File: src/ddrw_pkg.sv
// types and constants shared by the decimal digit register writer
package ddrw_pkg;

    localparam int VALUE_W = 32;
    localparam int CODE_W  = 4;
    localparam int ADDR_W  = 3;

    typedef logic [CODE_W-1:0] t_code;

    localparam t_code CODE_DASH  = 4'd10;
    localparam t_code CODE_BLANK = 4'd15;

    // floor(x / 10) == (x * RECIP_10) >> RECIP_SHIFT for any 32-bit x
    localparam logic [31:0] RECIP_10    = 32'hCCCC_CCCD;
    localparam int          RECIP_SHIFT = 35;

    typedef struct packed {
        logic vld;
        logic ovr;
    } t_ctl;

endpackage

File: src/ddrw_digit_stage.sv
// one pipeline stage that peels off a decimal digit by reciprocal multiply
module ddrw_digit_stage
    import ddrw_pkg::*;
#(
    parameter int VAL_W       = 27,
    parameter int DIGIT_COUNT = 4,
    parameter int IDX         = 0
) (
    input  logic                              i_clk,
    input  logic                              i_rst_n,
    input  logic                              i_en,
    input  t_ctl                              i_ctl,
    input  logic [VAL_W-1:0]                  i_rest,
    input  logic [DIGIT_COUNT-1:0][CODE_W-1:0] i_codes,
    output t_ctl                              o_ctl,
    output logic [VAL_W-1:0]                  o_rest,
    output logic [DIGIT_COUNT-1:0][CODE_W-1:0] o_codes
);

    logic [63:0]                        w_prod;
    logic [VAL_W-1:0]                   w_quot;
    logic [VAL_W-1:0]                   w_quot10;
    logic [VAL_W-1:0]                   w_rem;
    t_code                              w_code;
    logic [DIGIT_COUNT-1:0][CODE_W-1:0] n_codes;

    t_ctl                               r_ctl;
    logic [VAL_W-1:0]                   r_rest;
    logic [DIGIT_COUNT-1:0][CODE_W-1:0] r_codes;

    always_comb begin
        w_prod   = 64'(32'(i_rest)) * 64'(RECIP_10);
        w_quot   = VAL_W'(w_prod >> RECIP_SHIFT);
        w_quot10 = VAL_W'({w_quot, 3'b000}) + VAL_W'({w_quot, 1'b0});
        w_rem    = i_rest - w_quot10;
        if (i_ctl.ovr) begin
            w_code = CODE_DASH;
        end else if ((IDX != 0) && (i_rest == '0)) begin
            // leading zero above the units
            w_code = CODE_BLANK;
        end else begin
            w_code = w_rem[CODE_W-1:0];
        end
        n_codes      = i_codes;
        n_codes[IDX] = w_code;
    end

    always_ff @(posedge i_clk) begin
        if (!i_rst_n) begin
            r_ctl <= '0;
        end else if (i_en) begin
            r_ctl <= i_ctl;
        end
    end

    always_ff @(posedge i_clk) begin
        if (i_en) begin
            r_rest  <= w_quot;
            r_codes <= n_codes;
        end
    end

    assign o_ctl   = r_ctl;
    assign o_rest  = r_rest;
    assign o_codes = r_codes;

endmodule

File: src/decimal_digit_register_writer.sv
// decimal digit register writer: value in, one register write per digit out
//
// input channel: i_value with i_valid / o_ready, one value per transfer.
// output channel: o_digit_address, o_digit_code, o_last_write with
// o_valid / i_ready. each value gives DIGIT_COUNT writes, units first
// (address 1), o_last_write high on the most significant digit.
// codes 0-9 are digits, 15 blanks leading zeros, and a value above
// 10^DIGIT_COUNT - 1 shows 10 (dash) in every digit.
// the first write of a value passes the entry register, the range check
// stage, every digit stage and the serializer register before it is shown.
// the output channel moves one digit write per cycle while i_ready is
// high and sets the sustained rate; the pipeline itself (an entry
// register, a range check stage and one divide-by-ten stage per digit)
// takes a new value every cycle while it has room.
// reset clears all valid bits; no write is pending afterwards.
// when the receiver stalls, the current write holds and the pipeline
// freezes as a whole once its last stage waits for the serializer;
// o_ready falls and nothing is dropped or repeated.
module decimal_digit_register_writer
    import ddrw_pkg::*;
#(
    parameter int DIGIT_COUNT = 4
) (
    input  logic                i_clk,
    input  logic                i_rst_n,
    input  logic                i_valid,
    output logic                o_ready,
    input  logic [VALUE_W-1:0]  i_value,
    output logic                o_valid,
    input  logic                i_ready,
    output logic [ADDR_W-1:0]   o_digit_address,
    output logic [CODE_W-1:0]   o_digit_code,
    output logic                o_last_write
);

    localparam logic [VALUE_W-1:0] LIMIT = VALUE_W'(10 ** DIGIT_COUNT - 1);
    localparam int VAL_W = $clog2(10 ** DIGIT_COUNT);
    localparam int CNT_W = (DIGIT_COUNT > 1) ? $clog2(DIGIT_COUNT) : 1;

    logic                w_en;
    logic                w_load;
    logic                w_can_load;
    logic                w_ser_last;

    // entry stage
    logic                r_a_vld;
    logic [VALUE_W-1:0]  r_a_val;

    // range check stage feeds the digit stages
    t_ctl                               w_ctl   [DIGIT_COUNT+1];
    logic [VAL_W-1:0]                   w_rest  [DIGIT_COUNT+1];
    logic [DIGIT_COUNT-1:0][CODE_W-1:0] w_codes [DIGIT_COUNT+1];

    t_ctl                r_b_ctl;
    logic [VAL_W-1:0]    r_b_rest;

    // output serializer
    logic                               r_ser_vld;
    logic [CNT_W-1:0]                   r_ser_idx;
    logic [DIGIT_COUNT-1:0][CODE_W-1:0] r_ser_codes;

    assign w_ser_last = (r_ser_idx == CNT_W'(DIGIT_COUNT - 1));
    assign w_can_load = !r_ser_vld || (i_ready && w_ser_last);
    assign w_en       = !(w_ctl[DIGIT_COUNT].vld && !w_can_load);
    assign w_load     = w_en && w_ctl[DIGIT_COUNT].vld;
    assign o_ready    = w_en;

    always_ff @(posedge i_clk) begin
        if (!i_rst_n) begin
            r_a_vld <= 1'b0;
            r_b_ctl <= '0;
        end else if (w_en) begin
            r_a_vld     <= i_valid;
            r_b_ctl.vld <= r_a_vld;
            r_b_ctl.ovr <= (r_a_val > LIMIT);
        end
    end

    always_ff @(posedge i_clk) begin
        if (w_en) begin
            r_a_val  <= i_value;
            r_b_rest <= r_a_val[VAL_W-1:0];
        end
    end

    assign w_ctl[0]   = r_b_ctl;
    assign w_rest[0]  = r_b_rest;
    assign w_codes[0] = '0;

    for (genvar k = 0; k < DIGIT_COUNT; k++) begin : g_digit
        ddrw_digit_stage #(
            .VAL_W       (VAL_W),
            .DIGIT_COUNT (DIGIT_COUNT),
            .IDX         (k)
        ) u_stage (
            .i_clk   (i_clk),
            .i_rst_n (i_rst_n),
            .i_en    (w_en),
            .i_ctl   (w_ctl[k]),
            .i_rest  (w_rest[k]),
            .i_codes (w_codes[k]),
            .o_ctl   (w_ctl[k+1]),
            .o_rest  (w_rest[k+1]),
            .o_codes (w_codes[k+1])
        );
    end

    always_ff @(posedge i_clk) begin
        if (!i_rst_n) begin
            r_ser_vld <= 1'b0;
            r_ser_idx <= '0;
        end else if (w_load) begin
            r_ser_vld <= 1'b1;
            r_ser_idx <= '0;
        end else if (r_ser_vld && i_ready) begin
            if (w_ser_last) begin
                r_ser_vld <= 1'b0;
            end else begin
                r_ser_idx <= r_ser_idx + CNT_W'(1);
            end
        end
    end

    always_ff @(posedge i_clk) begin
        if (w_load) begin
            r_ser_codes <= w_codes[DIGIT_COUNT];
        end
    end

    // address wraps to 0 for the eighth digit in a 3-bit field
    assign o_valid         = r_ser_vld;
    assign o_digit_address = ADDR_W'(r_ser_idx) + ADDR_W'(1);
    assign o_digit_code    = r_ser_codes[r_ser_idx];
    assign o_last_write    = w_ser_last;

`ifndef ASSERT_OFF
    logic w_all_dash;

    always_comb begin
        w_all_dash = 1'b1;
        for (int j = 0; j < DIGIT_COUNT; j++) begin
            if (w_codes[DIGIT_COUNT][j] != CODE_DASH) begin
                w_all_dash = 1'b0;
            end
        end
    end

    a_ovr_dash : assert property (@(posedge i_clk) disable iff (!i_rst_n)
        (w_ctl[DIGIT_COUNT].vld && w_ctl[DIGIT_COUNT].ovr) |-> w_all_dash)
        else $error("overflow value without all dashes");

    a_units_digit : assert property (@(posedge i_clk) disable iff (!i_rst_n)
        (w_ctl[DIGIT_COUNT].vld && !w_ctl[DIGIT_COUNT].ovr)
        |-> (w_codes[DIGIT_COUNT][0] <= 4'd9))
        else $error("units digit out of decimal range");

    a_ser_done : assert property (@(posedge i_clk) disable iff (!i_rst_n)
        (o_valid && i_ready && o_last_write && !w_load) |=> !o_valid)
        else $error("serializer kept writing past the last digit");

    a_no_overrun : assert property (@(posedge i_clk) disable iff (!i_rst_n)
        (o_valid && !i_ready) |=> (o_valid && $stable(r_ser_idx)))
        else $error("stalled digit write lost its place");
`endif

endmodule
File: config.mk
export PLATFORM = sky130hd
export DESIGN_NAME = decimal_digit_register_writer
export DESIGN_NICKNAME = d
export VERILOG_FILES = /design/src/ddrw_pkg.sv /design/src/ddrw_digit_stage.sv /design/src/decimal_digit_register_writer.sv
export SDC_FILE = /design/constraint.sdc
export NUM_CORES = 1
export LEC_CHECK = 0
export BUFFER_PORTS_ARGS = -buffer_cell sky130_fd_sc_hd__buf_2
export CAP_MARGIN = 10
export CORE_MARGIN = 2
export CORE_UTILIZATION = 45
export CTS_BUF_LIST = sky130_fd_sc_hd__clkbuf_4 sky130_fd_sc_hd__clkbuf_8
export DETAILED_ROUTE_END_ITERATION = 16
export PLACE_DENSITY_LB_ADDON = 0.3
export SLEW_MARGIN = 10
export SYNTH_ARGS = -nofsm -noshare
export SYNTH_HDL_FRONTEND = slang
export SYNTH_SLANG_ARGS = --single-unit
File: constraint.sdc
create_clock -name i_clk -period 8.4 [get_ports i_clk]
set_clock_uncertainty 0.2 [all_clocks]
set_input_delay 1.26 -clock i_clk [delete_from_list [all_inputs] [get_ports i_clk]]
set_output_delay 1.26 -clock i_clk [all_outputs]
set_load 0.01 [all_outputs]
==> results.md <==
* Run status: completed
* First-pass detailed-route iteration total at 4
* Clock latency of the later-clocked register in the worst-skew pair at 0.44 ns
* Nets at about 1600
* Ratio of cells with drive above 1 in the final layout at 8.35%
* Crit path DAT at between 6 and 7 ns
* Vias after detailed routing at 7912
* Unrepaired setup endpoints after global routing: false
* Pin count of the biggest net entering global routing at 78
* MaxCap Viol Count at 0
* Aggregate routed wire length at 23600 um
* Largest fanout on the critical path at 5
* Least setup slack across all paths after layout at about 2 ns
* Clock period minus worst slack at 6.41 ns
* Flip-flop and latch count after synthesis at 139
* Number of flops mapped to enable cells by yosys at 126
* Timing-limited maximum frequency at 156 MHz
* Count of pins over their slew limit at 0
* Post-synthesis sequential area ratio at between 30% and 40%
* Post-DP HPWL at 20200 um
* Ports at 46
* Number of instances resized during post-cts repair at 0
* CTS sink cnt at 139
* Deepest level of the CTS H-tree at 4
* Number of buffers inserted to repair setup after CTS at 0
* Post-synth top flop: edfxtp_1
* Master cell of the clock root buffer: clkbuf_8
* GRT Resource Usage Total at 16.7%
* Vias per cell at 4.96
* Total setup violations reported at the end of the flow at 0
* Hold-fix buffers, CTS at 0
* Standard-cell rows at between 60 and 70
* Area overhead of the layout relative to synthesis at 8.11%
* Nature of the critical path endpoint: flip-flop
* DIE AREA at 0.0306 sq mm
* Gr ovfl total at 0
* Global-route wire length before repair at 41100 um
* Maximum clock insertion buffer count at 2
* DR iter-0 viols at approximately 370
* Worst hold path class: flip-flop to flip-flop
* Clock Pin Slew Worst Setup and Hold Paths at 0.08 ns
* Die Y at 175 um
* Final Wtd Congestion at 0.883
* Inserted Clock Buffers at 17
* Combined area of the multi-input logic cells at 0.00816 sq mm
* Die Width at 175 um
* Critical path start-end classification: flip-flop to flip-flop
* Critical Path Start Type: flip-flop
* Nets in the synthesized netlist at between 1500 and 2000
* Post-route antenna net violation count at 0
* Core Box Area at around 0.029 sq mm
* Filler cell count at between 2000 and 3000
* Initial core utilization at 45.7%
* Instance count of the mapped netlist at 1137
* Average wire per cell in the routed design at 14.8 um
* Setup WS pre-CTS at approximately 2 ns
* Proportion of synthesized flip-flops having asynchronous set or reset at 0%
* Yosys Warn Count at 0
* Final period utilization at 76.3%
* Number of distinct library cell variants in the gate-level netlist after synthesis at 62
* PortBufs at 45
* Headroom to the max-slew limit at 38.8%
* Number of inserted diodes at 0
* Via count of the first global-routing pass at approximately 8400
* Number of DRC violations after detailed routing at 0
* Measured slew at the worst slew-check pin at slightly above 0.9 ns
* Critical Path RT at 8.39 ns
* Antenna violations before repair at 0
* Sum Neg Setup Slack at 0 ns
* Post-synthesis average cell area at 11.6 sq um
* Final hold viol count at 0
* Placed Cells at 1562
* Post-synthesis cell area at 0.0132 sq mm
* Sequential cell area at 0.00404 sq mm
* Non-filler cells, final at 1594
* TritonCTS clock tree: yes
[cell families after synthesis]
family          share of synthesized area, %
fa+ha+maj                               45.1
mux                                    0.989
buf+inv                                 7.31
xor+xnor                                3.10
compound gates                          6.54
simple gates                            6.25
flops                                   30.7
[state kept, by name (all words and copies together) (netlist names)]
name,cells
r_b_rest,14
g_digit.u_stage.o_codes,40
r_ser_idx,2
r_a_vld,1
o_valid,1
g_digit.u_stage.o_rest,24
r_a_val,32
g_digit.u_stage.o_ctl,7
r_ser_codes,16
r_b_ctl,2
[worst paths after layout]
check | from | endpoint | slack [ns] | cells after the start
setup / recovery | g_digit[0].u_stage.o_rest[3] | g_digit[1].u_stage.o_codes[7] | 1.99 | 20
hold / removal | g_digit[2].u_stage.o_codes[3] | g_digit[3].u_stage.o_codes[3] | 0.21 | 0
setup reg to reg | g_digit[0].u_stage.o_rest[3] | g_digit[1].u_stage.o_codes[7] | 1.99 | 20
hold reg to reg | g_digit[2].u_stage.o_codes[3] | g_digit[3].u_stage.o_codes[3] | 0.21 | 0
[area by class of cell]
| type | count | area share [%] |
|---|---|---|
| multi-input combinational | 743 | 57.4 |
| sequential | 139 | 28.4 |
| inverter | 248 | 6.55 |
| tap | 384 | 3.38 |
| clock buffer | 18 | 1.74 |
| timing repair buffer | 48 | 1.74 |
| clock inverter | 14 | 0.801 |
[through the flow]
| step | utilization [%] | instance area (sq um) | hold WS (ns) |
|---|---|---|---|
| floorplan | - | 13200 | 0.200 |
| global placement | 48.2 | 13900 | 0.202 |
| detailed placement | 48.2 | 13900 | 0.205 |
| CTS | 49.4 | 14200 | 0.217 |
| global route | 49.4 | 14200 | 0.223 |
| finish | 49.4 | 14200 | 0.214 |
[layout by cell type (no fill, tap or decap), types with 3 or more instances in the layout]
cell	synthesis	layout
o211ai_1	4	4
a31oi_1	4	4
a21oi_1	41	41
nand3b_1	6	6
nand2_1	35	34
buf_2	0	45
and2_1	3	3
a21o_1	17	17
buf_4	1	3
or2_2	5	5
o21ai_0	20	20
o21a_1	4	4
fa_1	118	118
mux4_2	4	4
o21bai_1	3	3
edfxtp_1	126	126
mux2i_1	4	4
nor4_1	8	8
inv_6	0	3
nor2_1	30	30
dfxtp_1	13	13
ha_1	285	285
nand4_1	11	11
nand2b_1	5	5
a211oi_1	4	4
inv_1	248	248
and3_1	3	3
nand3_1	23	23
xor2_1	18	18
a21boi_0	10	10
nor3_1	8	8
clkinvlp_4	0	6
xnor2_1	26	26
o31ai_1	3	3
nor2b_1	7	7
clkbuf_8	0	18
clkinv_4	0	3
[Yosys cell counts (all sizes together) (13+ instances only)]
| library cell | number | area (sq um) |
|---|---|---|
| edfxtp | 126 | 3780 |
| xor2 | 18 | 158 |
| inv | 248 | 931 |
| nand3 | 23 | 115 |
| a21o | 18 | 136 |
| nand2 | 35 | 131 |
| nor2 | 30 | 113 |
| o21ai | 21 | 109 |
| dfxtp | 13 | 260 |
| a21oi | 42 | 221 |
| fa | 118 | 2360 |
| ha | 285 | 3570 |
| xnor2 | 26 | 228 |
[worst max-delay path, stage by stage (launching register included)]
cell      delay, ns
edfxtp_1       0.50
inv_1          0.11
ha_1           0.34
fa_1           0.47
fa_1           0.54
fa_1           0.52
inv_1          0.06
fa_1           0.53
ha_1           0.35
nand2_1        0.07
or3_4          0.34
or2_0          0.23
a2111o_1       0.41
nand3_1        0.15
xor2_1         0.22
ha_1           0.29
and2_1         0.16
nor4_1         0.28
nor3_1         0.11
o211ai_1       0.20
nand3b_1       0.09
[routing by layer]
metal | up-vias | wire, um | track usage (%)
met5 | - | 0 | 0
met4 | 0 | 323 | 3.54
met3 | 19 | 577 | 2.70
met2 | 76 | 11700 | 28.3
met1 | 3829 | 11000 | 22.8
li1 | 3988 | - | -
Power is not shown: default switching activity piles up to over one toggle a cycle in this logic, so the estimate is an artifact.
